<file path="config.mk">
export PLATFORM = sky130hd
export DESIGN_NAME = idle_timeout_frame_receiver
export DESIGN_NICKNAME = d
export VERILOG_FILES = /design/src/rtl/itfr_pkg.sv /design/src/rtl/idle_timeout_frame_receiver.sv /design/src/rtl/itfr_ctrl.sv /design/src/rtl/itfr_buf.sv
export SDC_FILE = /design/constraint.sdc
export NUM_CORES = 1
export LEC_CHECK = 0
export BUFFER_PORTS_ARGS = -buffer_cell sky130_fd_sc_hd__buf_2
export CORE_MARGIN = 2
export CORE_UTILIZATION = 45
export DETAILED_ROUTE_END_ITERATION = 8
export SYNTH_ARGS = -nofsm -noshare
export SYNTH_HDL_FRONTEND = slang
export SYNTH_HIERARCHICAL = 1
export SYNTH_SLANG_ARGS = --single-unit
export TNS_END_PERCENT = 10
</file>
<file path="constraint.sdc">
create_clock -name clk -period 5.4 [get_ports clk]
set_input_delay 1.35 -clock clk [delete_from_list [all_inputs] [get_ports clk]]
set_output_delay 1.35 -clock clk [all_outputs]
set_load 0.02 [all_outputs]
</file>
<file path="src/rtl/itfr_pkg.sv">
// Package for the idle-timeout frame receiver.
// Request and result payload types, item kinds and the control-to-datapath structs.
// No dependencies.
`default_nettype none

package itfr_pkg;

  typedef enum logic [1:0] {
    FUNC_TICK    = 2'd0,
    FUNC_BYTE    = 2'd1,
    FUNC_READ    = 2'd2,
    FUNC_RELEASE = 2'd3
  } itfr_func_t;

  typedef struct packed {
    itfr_func_t  func;
    logic [7:0]  rx_byte;
    logic [7:0]  read_index;
  } itfr_in_t;

  typedef struct packed {
    logic        frame_ready;
    logic [7:0]  frame_length;
    logic [7:0]  read_byte;
    logic        byte_stored;
    logic        byte_dropped;
    logic        timeout_event;
  } itfr_out_t;

  // Per-request status produced by the frame controller
  typedef struct packed {
    logic        frame_ready;
    logic [7:0]  frame_length;
    logic        byte_stored;
    logic        byte_dropped;
    logic        timeout_event;
  } itfr_stat_t;

  // Buffer write request from the frame controller
  typedef struct packed {
    logic        en;
    logic [7:0]  idx;
    logic [7:0]  data;
  } itfr_wr_t;

  localparam int unsigned IdleWidth = 17;
  localparam logic [IdleWidth-1:0] IdleMax = {IdleWidth{1'b1}};
  localparam logic [15:0] TimeoutReset = 16'd10;

endpackage

`default_nettype wire

</file>
<file path="src/rtl/idle_timeout_frame_receiver.sv">
// Idle-timeout frame receiver: bytes are gathered into a frame that closes after
// the line idles past cfg_wdata ticks or a byte arrives at a full buffer. One
// request is taken every clock unless in_stall is high; each result passes the
// registered buffer read and then the output register. The input accepts while
// a finished result waits, stalling only when the read stage and the output
// register both hold results and out_stall is high. No clearing pass after
// reset. Depends on itfr_pkg, itfr_ctrl and itfr_buf.
`default_nettype none

module idle_timeout_frame_receiver #(
  parameter int unsigned BUFFER_DEPTH = 128
) (
  input  wire logic                clk,
  input  wire logic                rst_n,
  input  wire logic                in_valid,
  output logic                     in_stall,
  input  wire itfr_pkg::itfr_in_t  in_data,
  output logic                     out_valid,
  input  wire logic                out_stall,
  output itfr_pkg::itfr_out_t      out_data,
  input  wire logic                cfg_we,
  input  wire logic [15:0]         cfg_wdata
);
  import itfr_pkg::*;

  logic       acc;
  logic       p_adv;
  logic       p_valid_r, p_valid_nxt;
  logic       o_valid_r, o_valid_nxt;
  itfr_stat_t stat;
  itfr_stat_t p_stat_r;
  logic       p_rd_r;
  itfr_wr_t   wr;
  itfr_out_t  o_data_r;
  logic [7:0] rd_byte;
  logic       rd_acc;

  assign p_adv       = p_valid_r && (!o_valid_r || !out_stall);
  assign in_stall    = p_valid_r && o_valid_r && out_stall;
  assign acc         = in_valid && !in_stall;
  assign rd_acc      = acc && (in_data.func == FUNC_READ);
  assign p_valid_nxt = acc || (p_valid_r && !p_adv);
  assign o_valid_nxt = p_adv || (o_valid_r && out_stall);

  itfr_ctrl #(
    .BUFFER_DEPTH(BUFFER_DEPTH)
  ) u_ctrl (
    .clk       (clk),
    .rst_n     (rst_n),
    .acc       (acc),
    .req       (in_data),
    .cfg_we    (cfg_we),
    .cfg_wdata (cfg_wdata),
    .stat      (stat),
    .wr        (wr)
  );

  itfr_buf #(
    .BUFFER_DEPTH(BUFFER_DEPTH)
  ) u_buf (
    .clk     (clk),
    .rst_n   (rst_n),
    .wr      (wr),
    .rd_acc  (rd_acc),
    .rd_idx  (in_data.read_index),
    .rd_byte (rd_byte)
  );

  always_ff @(posedge clk) begin
    if (!rst_n) begin
      p_valid_r <= 1'b0;
      o_valid_r <= 1'b0;
    end else begin
      p_valid_r <= p_valid_nxt;
      o_valid_r <= o_valid_nxt;
    end
  end

  always_ff @(posedge clk) begin
    if (acc) begin
      p_stat_r <= stat;
      p_rd_r   <= rd_acc;
    end
    if (p_adv) begin
      o_data_r.frame_ready   <= p_stat_r.frame_ready;
      o_data_r.frame_length  <= p_stat_r.frame_length;
      o_data_r.read_byte     <= p_rd_r ? rd_byte : 8'd0;
      o_data_r.byte_stored   <= p_stat_r.byte_stored;
      o_data_r.byte_dropped  <= p_stat_r.byte_dropped;
      o_data_r.timeout_event <= p_stat_r.timeout_event;
    end
  end

  assign out_valid = o_valid_r;
  assign out_data  = o_data_r;

endmodule

`default_nettype wire

</file>
<file path="src/rtl/itfr_ctrl.sv">
// Frame controller: byte count, closed flag, idle counter and timeout register.
// Updates state on each accepted request and produces its status and buffer write.
// Depends on itfr_pkg.
`default_nettype none

module itfr_ctrl #(
  parameter int unsigned BUFFER_DEPTH = 128
) (
  input  wire logic                 clk,
  input  wire logic                 rst_n,
  input  wire logic                 acc,
  input  wire itfr_pkg::itfr_in_t   req,
  input  wire logic                 cfg_we,
  input  wire logic [15:0]          cfg_wdata,
  output itfr_pkg::itfr_stat_t      stat,
  output itfr_pkg::itfr_wr_t        wr
);
  import itfr_pkg::*;

  localparam logic [7:0] DepthCnt = 8'(BUFFER_DEPTH);

  logic [7:0]           cnt_r, cnt_nxt;
  logic                 closed_r, closed_nxt;
  logic [IdleWidth-1:0] idle_r, idle_nxt;
  logic [15:0]          tmo_r;
  logic [IdleWidth-1:0] idle_inc;
  logic                 held;
  logic                 timed_tick;
  logic                 timed_now;

  assign held       = (cnt_r != 8'd0);
  assign idle_inc   = (idle_r == IdleMax) ? idle_r : idle_r + 1'b1;
  assign timed_tick = held && (idle_inc > {1'b0, tmo_r});
  assign timed_now  = held && (idle_r > {1'b0, tmo_r});

  always_comb begin
    cnt_nxt    = cnt_r;
    closed_nxt = closed_r;
    idle_nxt   = idle_r;
    stat       = '0;
    wr.en      = 1'b0;
    wr.idx     = cnt_r;
    wr.data    = req.rx_byte;
    unique case (req.func)
      FUNC_TICK: begin
        idle_nxt = idle_inc;
        if (timed_tick) begin
          closed_nxt         = 1'b1;
          stat.timeout_event = 1'b1;
        end
      end
      FUNC_BYTE: begin
        if (closed_r) begin
          stat.byte_dropped = 1'b1;
        end else if (timed_now || cnt_r >= DepthCnt) begin
          closed_nxt        = 1'b1;
          stat.byte_dropped = 1'b1;
        end else begin
          wr.en            = 1'b1;
          cnt_nxt          = cnt_r + 8'd1;
          idle_nxt         = '0;
          stat.byte_stored = 1'b1;
        end
      end
      FUNC_READ: begin
      end
      FUNC_RELEASE: begin
        if (closed_r) begin
          cnt_nxt    = 8'd0;
          closed_nxt = 1'b0;
        end
      end
      default: begin
      end
    endcase
    stat.frame_ready  = closed_nxt;
    stat.frame_length = closed_nxt ? cnt_nxt : 8'd0;
    if (!acc) begin
      wr.en = 1'b0;
    end
  end

  always_ff @(posedge clk) begin
    if (!rst_n) begin
      cnt_r    <= 8'd0;
      closed_r <= 1'b0;
      idle_r   <= '0;
      tmo_r    <= TimeoutReset;
    end else begin
      if (acc) begin
        cnt_r    <= cnt_nxt;
        closed_r <= closed_nxt;
        idle_r   <= idle_nxt;
      end
      if (cfg_we) begin
        tmo_r <= cfg_wdata;
      end
    end
  end

endmodule

`default_nettype wire

</file>
<file path="src/rtl/itfr_buf.sv">
// Frame byte buffer: one write port, one registered read port.
// Reads outside the buffer depth return zero.
// Depends on itfr_pkg.
`default_nettype none

module itfr_buf #(
  parameter int unsigned BUFFER_DEPTH = 128
) (
  input  wire logic                clk,
  input  wire logic                rst_n,
  input  wire itfr_pkg::itfr_wr_t  wr,
  input  wire logic                rd_acc,
  input  wire logic [7:0]          rd_idx,
  output logic [7:0]               rd_byte
);
  import itfr_pkg::*;

  localparam int unsigned AddrWidth = (BUFFER_DEPTH > 1) ? $clog2(BUFFER_DEPTH) : 1;
  localparam logic [7:0]  DepthCnt  = 8'(BUFFER_DEPTH);

  logic [7:0] mem [BUFFER_DEPTH];
  logic [7:0] rdata_r;
  logic       hit_r;
  logic       hit;

  assign hit = rd_idx < DepthCnt;

  always_ff @(posedge clk) begin
    if (wr.en) begin
      mem[wr.idx[AddrWidth-1:0]] <= wr.data;
    end
    if (rd_acc && hit) begin
      rdata_r <= mem[rd_idx[AddrWidth-1:0]];
    end
  end

  // hit_r marks whether this request's read returns data or zero
  always_ff @(posedge clk) begin
    if (!rst_n) begin
      hit_r <= 1'b0;
    end else if (rd_acc) begin
      hit_r <= hit;
    end
  end

  assign rd_byte = hit_r ? rdata_r : 8'd0;

endmodule

`default_nettype wire
</file>
==> results of run 1 <==
## layout by cell type, fill, tap and decap left out, types with 30 or more instances in the layout
master / n
ha_1: 35
clkbuf_16: 111
mux4_2: 336
buf_4: 96
buf_2: 49
nand3_1: 30
edfxtp_1: 1065
nand2_1: 51
nor2_1: 157
dfxtp_1: 45
a21oi_1: 30
## per-stage QoR
stage | worst slack, ns | instance area (um^2)
final | 0.875 | 50200
after global routing | 0.575 | 50200
after CTS | 0.789 | 50200
after detailed placement | 0.830 | 46700
after global placement | 0.825 | 46700
after floorplan | 1.00 | 44300
## cell families (layout without fill, tap and decap cells)
group | Yosys count | in the layout | share of synthesized area, %
DFF | 1110 | 1110 | 74.2
muxes | 362 | 362 | 17.7
and+or+nand+nor | 338 | 338 | 3.62
buffers and inverters | 147 | 392 | 1.56
AOI/OAI and AO/OA | 110 | 110 | 1.72
adders and majority gates | 35 | 35 | 0.988
xor gates and xnor gates | 14 | 14 | 0.277
## area by class of cell
type / instances / area share, %
flip-flops and latches: 1110 / 65.4
well taps: 1287 / 3.20
inverters: 27 / 0.202
clock buffers: 132 / 5.72
clock inverters: 68 / 1.29
multi-input cells: 859 / 21.4
repair buffers: 165 / 2.70
## worst max-delay path by stage
stage               depth (start not counted)                end              from  slack (ns)
detailed placement                         11  u_buf/mem[114][0]  u_ctrl/idle_r[4]        0.83
floorplan                                   9   u_buf/mem[30][0]         out_stall         1.0
global route                               11  u_buf/mem[114][0]  u_ctrl/idle_r[4]        0.57
global placement                            7   u_buf/rdata_r[0]        in_data[0]        0.83
CTS                                        11  u_buf/mem[114][0]  u_ctrl/idle_r[4]        0.79
finish                                     11  u_buf/mem[114][2]  u_ctrl/idle_r[4]        0.88
## worst max-delay path, cell delays in order (launching register included)
cell and delay [ns]:
dfxtp_1 0.47, ha_1 0.31, a21oi_1 0.15, o21ai_0 0.13, a2111oi_0 0.78, o21bai_2 0.21, a21oi_4 0.18, and3_1 0.33
nor2b_1 0.30, nand2_1 0.23, nor2_1 0.85, buf_4 0.29
## layer usage
layer / global-route usage [%] / up-vias
met5: 0 / -
met4: 5.09 / 0
met3: 3.81 / 141
met2: 33.0 / 880
met1: 30.3 / 11661
li1: - / 9118
## sequential cells by signal, indices dropped and copies added (netlist names)
| name | cells |
|---|---|
| out_valid | 1 |
| u_buf/rdata_r | 8 |
| u_ctrl/tmo_r | 16 |
| out_data | 20 |
| u_ctrl/idle_r | 17 |
| u_buf/mem | 1024 |
| u_ctrl/cnt_r | 8 |
| u_ctrl/closed_r | 1 |
| p_rd_r | 1 |
| u_buf/hit_r | 1 |
| p_valid_r | 1 |
| p_stat_r | 12 |
## power by group through the flow
stage / Clock [mW] / Sequential, mW / Combinational [mW]
6_report: 7.49 / 9.47 / 0.885
5_1_grt: 7.98 / 9.46 / 0.940
4_1_cts: 7.64 / 9.47 / 0.899
3_5_place_dp: 0 / 9.65 / 0.897
3_3_place_gp: 0 / 9.65 / 0.886
2_1_floorplan: 0 / 9.65 / 0.555
==> impl_metrics.tcl, run 1 <==
set metrics [dict create \
    fin_crit_ns 4.52 \
    wl_met2_mm 50.1 \
    yosysTopAreaCell "edfxtp_1" \
    worstSetupStartpointType "flop" \
    synth_top_area_share_pct 72.1 \
    grt_pass1_wl_mm 154 \
    timing.rr.start "u_ctrl/idle_r[4]" \
    grt_usage_pct 20.8 \
    drt-total-wl_mm 104 \
    seq_area_frac_synth_pct 74.2 \
    crit_type "reg2reg" \
    critPathArrivalTime_ns 4.89 \
    yosysMostFrequentCell "edfxtp_1" \
    r2r_cells 11 \
    grt_max_degree 102 \
    grt_pass1_vias 21975 \
    synth_flop_cell "edfxtp_1" \
    ir_drop_v 0.000251 \
    wl_per_cell_um 28.6 \
    m1WireLength_mm 44.5 \
    swShare_pct 20.8 \
    first_iter_violations 2769 \
    netlist_area_mm2 0.0443 \
    drv_cap 0 \
    h-tree-depth 3 \
    seq_area_mm2 0.0329 \
    hold_viol_final 0 \
    synthDistinctLibCells 69 \
    start_util_pct 45.2 \
    nets 2347 \
    die_w_um 318 \
    antenna_found_initial 3 \
    hold-path-endpoint "out_data[19]" \
    endpoint_kind "flop" \
    ant_nets 0 \
    synth.top_cells.by_area "edfxtp_1 72%, mux4_2 17%, dfxtp_1 2.0%" \
    finClkSkew_ns 0.0340 \
    ys_warn_count 6 \
    clk_pin_slew_ns 0.06 \
    p_per_area_mw_per_mm2 355 \
    num-fill-cells 7672 \
    regToRegEndpoint "u_buf/mem[114][2]" \
    slew_headroom_pct 23.5 \
    cts_made_buffers 110 \
    multi_input_area_mm2 0.0108 \
    max_freq_mhz 221 \
    gr-total-overflow 0 \
    final_cells 3648 \
    dr_wl_met3_mm 7.52 \
    hold_ws_ns 0.413 \
    hold_path_depth 0 \
    pwr-share-comb_pct 5.0 \
    clock_latency_ns 0.68 \
    critPathRequiredTime_ns 5.76 \
    drive_gt1_share_pct 29.4 \
    avgSynthCellArea_um2 21.0 \
    cts_setup_buffers 0 \
    grt_setup_unrepaired "no" \
    clockPowerShare_pct 42.0 \
    leakage_nw 15.9 \
    top_layer "met4" \
    dr.pass1.iters 5 \
    boundaryPins 61 \
    finalPower_mw 17.8 \
    dp_hpwl_mm 65.6 \
    async_reset_ff_share_pct 0 \
    gp_congestion 0.844 \
    clkSinkCount 1110 \
    utilization_pct 51.3 \
    dp.cells 3448 \
    area_growth_pct 13.3 \
    p_sw_mw 3.71 \
    rows 115 \
    core_mm2 0.0980 \
    port-buffer-count 60 \
    detail_route.vias_per_cell 5.98 \
    synth-edff-count 1065 \
    clockBufferDepth 3 \
    die_h_um 318 \
    clock-root-buffer "clkbuf_16" \
    finalCritPeriodShare_pct 83.8 \
    ctsHoldBuffers 0 \
    drc_errors 0 \
    setup_viol 0 \
    slew_violations 0 \
    worst_slew_pin_slew_ns 1.15 \
    seqPwrFrac_pct 53.1 \
    min_path_type "reg2reg" \
    finalSetupTns_ns 0 \
    ys_seq_elements 1110 \
    r2r_setup_slack_ns 0.88 \
    via_count 21800 \
    status "finished, final reports clean" \
    syn_nets 2190 \
    cts_tree "done" \
    p_int_mw 14.1 \
    dieArea_mm2 0.101 \
    ys_top_cells_by_count "1065 x edfxtp_1, 336 x mux4_2, 157 x nor2_1, 51 x nand2_1, 50 x clkbuf_1" \
    path_max_fanout 9 \
    post_cts_resized 0 \
    diodes 0 \
    synth_cells 2116 \
    hold_path.startpoint "p_stat_r[11]" \
]
(Power assumes the default switching activity.)
==> run 2: changes to the inputs <==
==> constraint.sdc (replaced) <==
create_clock -name clk -period 3.8 [get_ports clk]
set_input_delay 0.95 -clock clk [delete_from_list [all_inputs] [get_ports clk]]
set_output_delay 0.95 -clock clk [all_outputs]
set_load 0.02 [all_outputs]
==> impl_metrics.tcl, run 2 (synthesis results as in run 1) <==
set metrics [dict create \
    ctsHoldBuffers 0 \
    r2r_cells 14 \
    min_path_type "reg2reg" \
    slew_headroom_pct 31.8 \
    worst_path_max_delay_cell "or4b_1" \
    endpoint_kind "flop" \
    grt_pass1_wl_mm 157 \
    worstSetupStartpointType "flop" \
    clock_latency_ns 0.72 \
    grt_usage_pct 21.3 \
    cts_tree "done" \
    critPathArrivalTime_ns 4.03 \
    max_stage_delay_ns 0.50 \
    area_growth_pct 16.8 \
    grt_max_degree 81 \
    grt_setup_unrepaired "no" \
    clock-root-buffer "clkbuf_16" \
    nets 2491 \
    first_iter_violations 2410 \
    drc_errors 0 \
    leakage_nw 16.9 \
    hold_viol_final 0 \
    utilization_pct 52.9 \
    cts_made_buffers 113 \
    largest_reg_flops 1024 \
    cp_cell_sequence "inv_1 -> ha_1 -> or4b_1 -> nor4_4 -> a21oi_1 -> or2_4 -> a21oi_4 -> and3_2 -> nor2b_1 -> buf_4 -> nand2_1 -> buf_4 -> nor2_1 -> buf_4" \
    slew_violations 0 \
    drv_cap 0 \
    crit_type "reg2reg" \
    dr.pass1.iters 7 \
    antenna_found_initial 9 \
    setup_viol 0 \
    port-buffer-count 60 \
    grt_pass1_vias 22628 \
    dp_hpwl_mm 68.7 \
    clockBufferDepth 3 \
    path_max_fanout 8 \
    detail_route.vias_per_cell 5.87 \
    r2r_setup_slack_ns 0.18 \
    pre_cts_ws_ns -0.0239 \
    gr-total-overflow 0 \
    finalCritPeriodShare_pct 95.4 \
    finClkSkew_ns 0.0638 \
    placed_area_mm2 0.0480 \
    fin_ws_ns 0.176 \
    ant_nets 0 \
    finalPower_mw 25.9 \
    max_freq_mhz 276 \
    start_util_pct 45.2 \
    final_cell_mix "1065 x edfxtp_1, 336 x mux4_2, 221 x buf_4" \
    status "finished, final reports clean" \
    via_count 22306 \
    drt-total-wl_mm 106 \
    gp_congestion 0.838 \
    rows 115 \
    ir_drop_v 0.000375 \
    hold_path.startpoint "p_stat_r[1]" \
    die_w_um 318 \
    final_area_mm2 0.0518 \
    dieArea_mm2 0.101 \
    boundaryPins 61 \
    critPathRequiredTime_ns 4.20 \
    regToRegEndpoint "u_buf/mem[44][0]" \
    hold-path-endpoint "out_data[1]" \
    worst_slew_pin_slew_ns 1.02 \
    h-tree-depth 3 \
    hold_path_depth 0 \
    fin_crit_ns 3.62 \
    die_h_um 318 \
    wl_per_cell_um 28.0 \
    drive_gt1_share_pct 33.9 \
    final_cells 3802 \
    cp_common_cell "buf_4" \
    p_per_area_mw_per_mm2 499 \
    layout_commonest_cell "edfxtp_1" \
    cts_setup_buffers 0 \
    timing.rr.start "u_ctrl/cnt_r[0]" \
    dp.cells 3589 \
    clkSinkCount 1110 \
    clk_pin_slew_ns 0.06 \
    core_mm2 0.0980 \
]
==> run 2: cell types whose count changed in the layout (fill, tap and decap cells not counted), moves of 3 or more <==
cell        previous run  this run
clkinv_4               0         4
buf_4                 96       221
buf_12                18        34
clkbuf_1              19        23
clkinv_16              0         3
clkinvlp_4             8         5
==> run 2: layer usage <==
metal / vias up / GRT usage (%) / routed length, um
li1: 9420 / - / -
met1: 11914 / 30.6 / 45100
met2: 838 / 33.6 / 51200
met3: 134 / 4.18 / 8020
met4: 0 / 5.58 / 2170
met5: - / 0 / 0
==> run 2: how the worst max path moves through the flow <==
stage	start	end	depth (start not counted)
floorplan	out_stall	u_buf/mem[30][0]	9
global placement	in_data[0]	u_buf/rdata_r[0]	7
detailed placement	in_data[0]	u_buf/rdata_r[0]	7
CTS	u_ctrl/tmo_r[2]	u_buf/mem[53][6]	14
global route	u_ctrl/idle_r[0]	p_stat_r[9]	17
finish	u_ctrl/cnt_r[0]	u_buf/mem[44][0]	14
==> run 2: final cells by class <==
type / count / area, um^2
diodes: 1 / 2.50
clock buffers: 136 / 2910
clock inverters: 76 / 851
fillers: 7564 / 46200
inverters: 27 / 101
multi-input cells: 859 / 10800
flip-flops and latches: 1110 / 32900
well taps: 1287 / 1610
repair buffers: 306 / 2620
==> run 2: repair_timing <==
action / 4_1_cts / 5_1_grt
hold endpoints to repair: 0 / 0
setup endpoints to repair: 0 / 420
gates resized for setup: 0 / 10
==> run 2: power by group <==
| group | internal [mW] | switching [mW] | leakage (nW) | total, mW |
|---|---|---|---|---|
| Clock | 6.40 | 4.71 | 1.83 | 11.1 |
| Combinational | 0.547 | 0.741 | 5.10 | 1.29 |
| Sequential | 13.4 | 0.0186 | 9.96 | 13.5 |
| Total | 20.4 | 5.47 | 16.9 | 25.9 |
==> run 2: per-stage QoR <==
step | hold slack, ns | TNS (ns)
6_report | 0.419 | 0
5_1_grt | 0.429 | 0
4_1_cts | 0.412 | 0
3_5_place_dp | 0.406 | -0.0327
3_3_place_gp | 0.402 | -0.0280
2_1_floorplan | 0.400 | 0
==> run 2: critical path, delay by kind of cell, from the launching register on <==
kind / cells / cell delay (ns)
AOI/OAI and AO/OA: 2 / 0.26
adders and majority gates: 1 / 0.17
buffers and inverters: 4 / 0.77
and+or+nand+nor: 7 / 1.78
DFF: 1 / 0.32
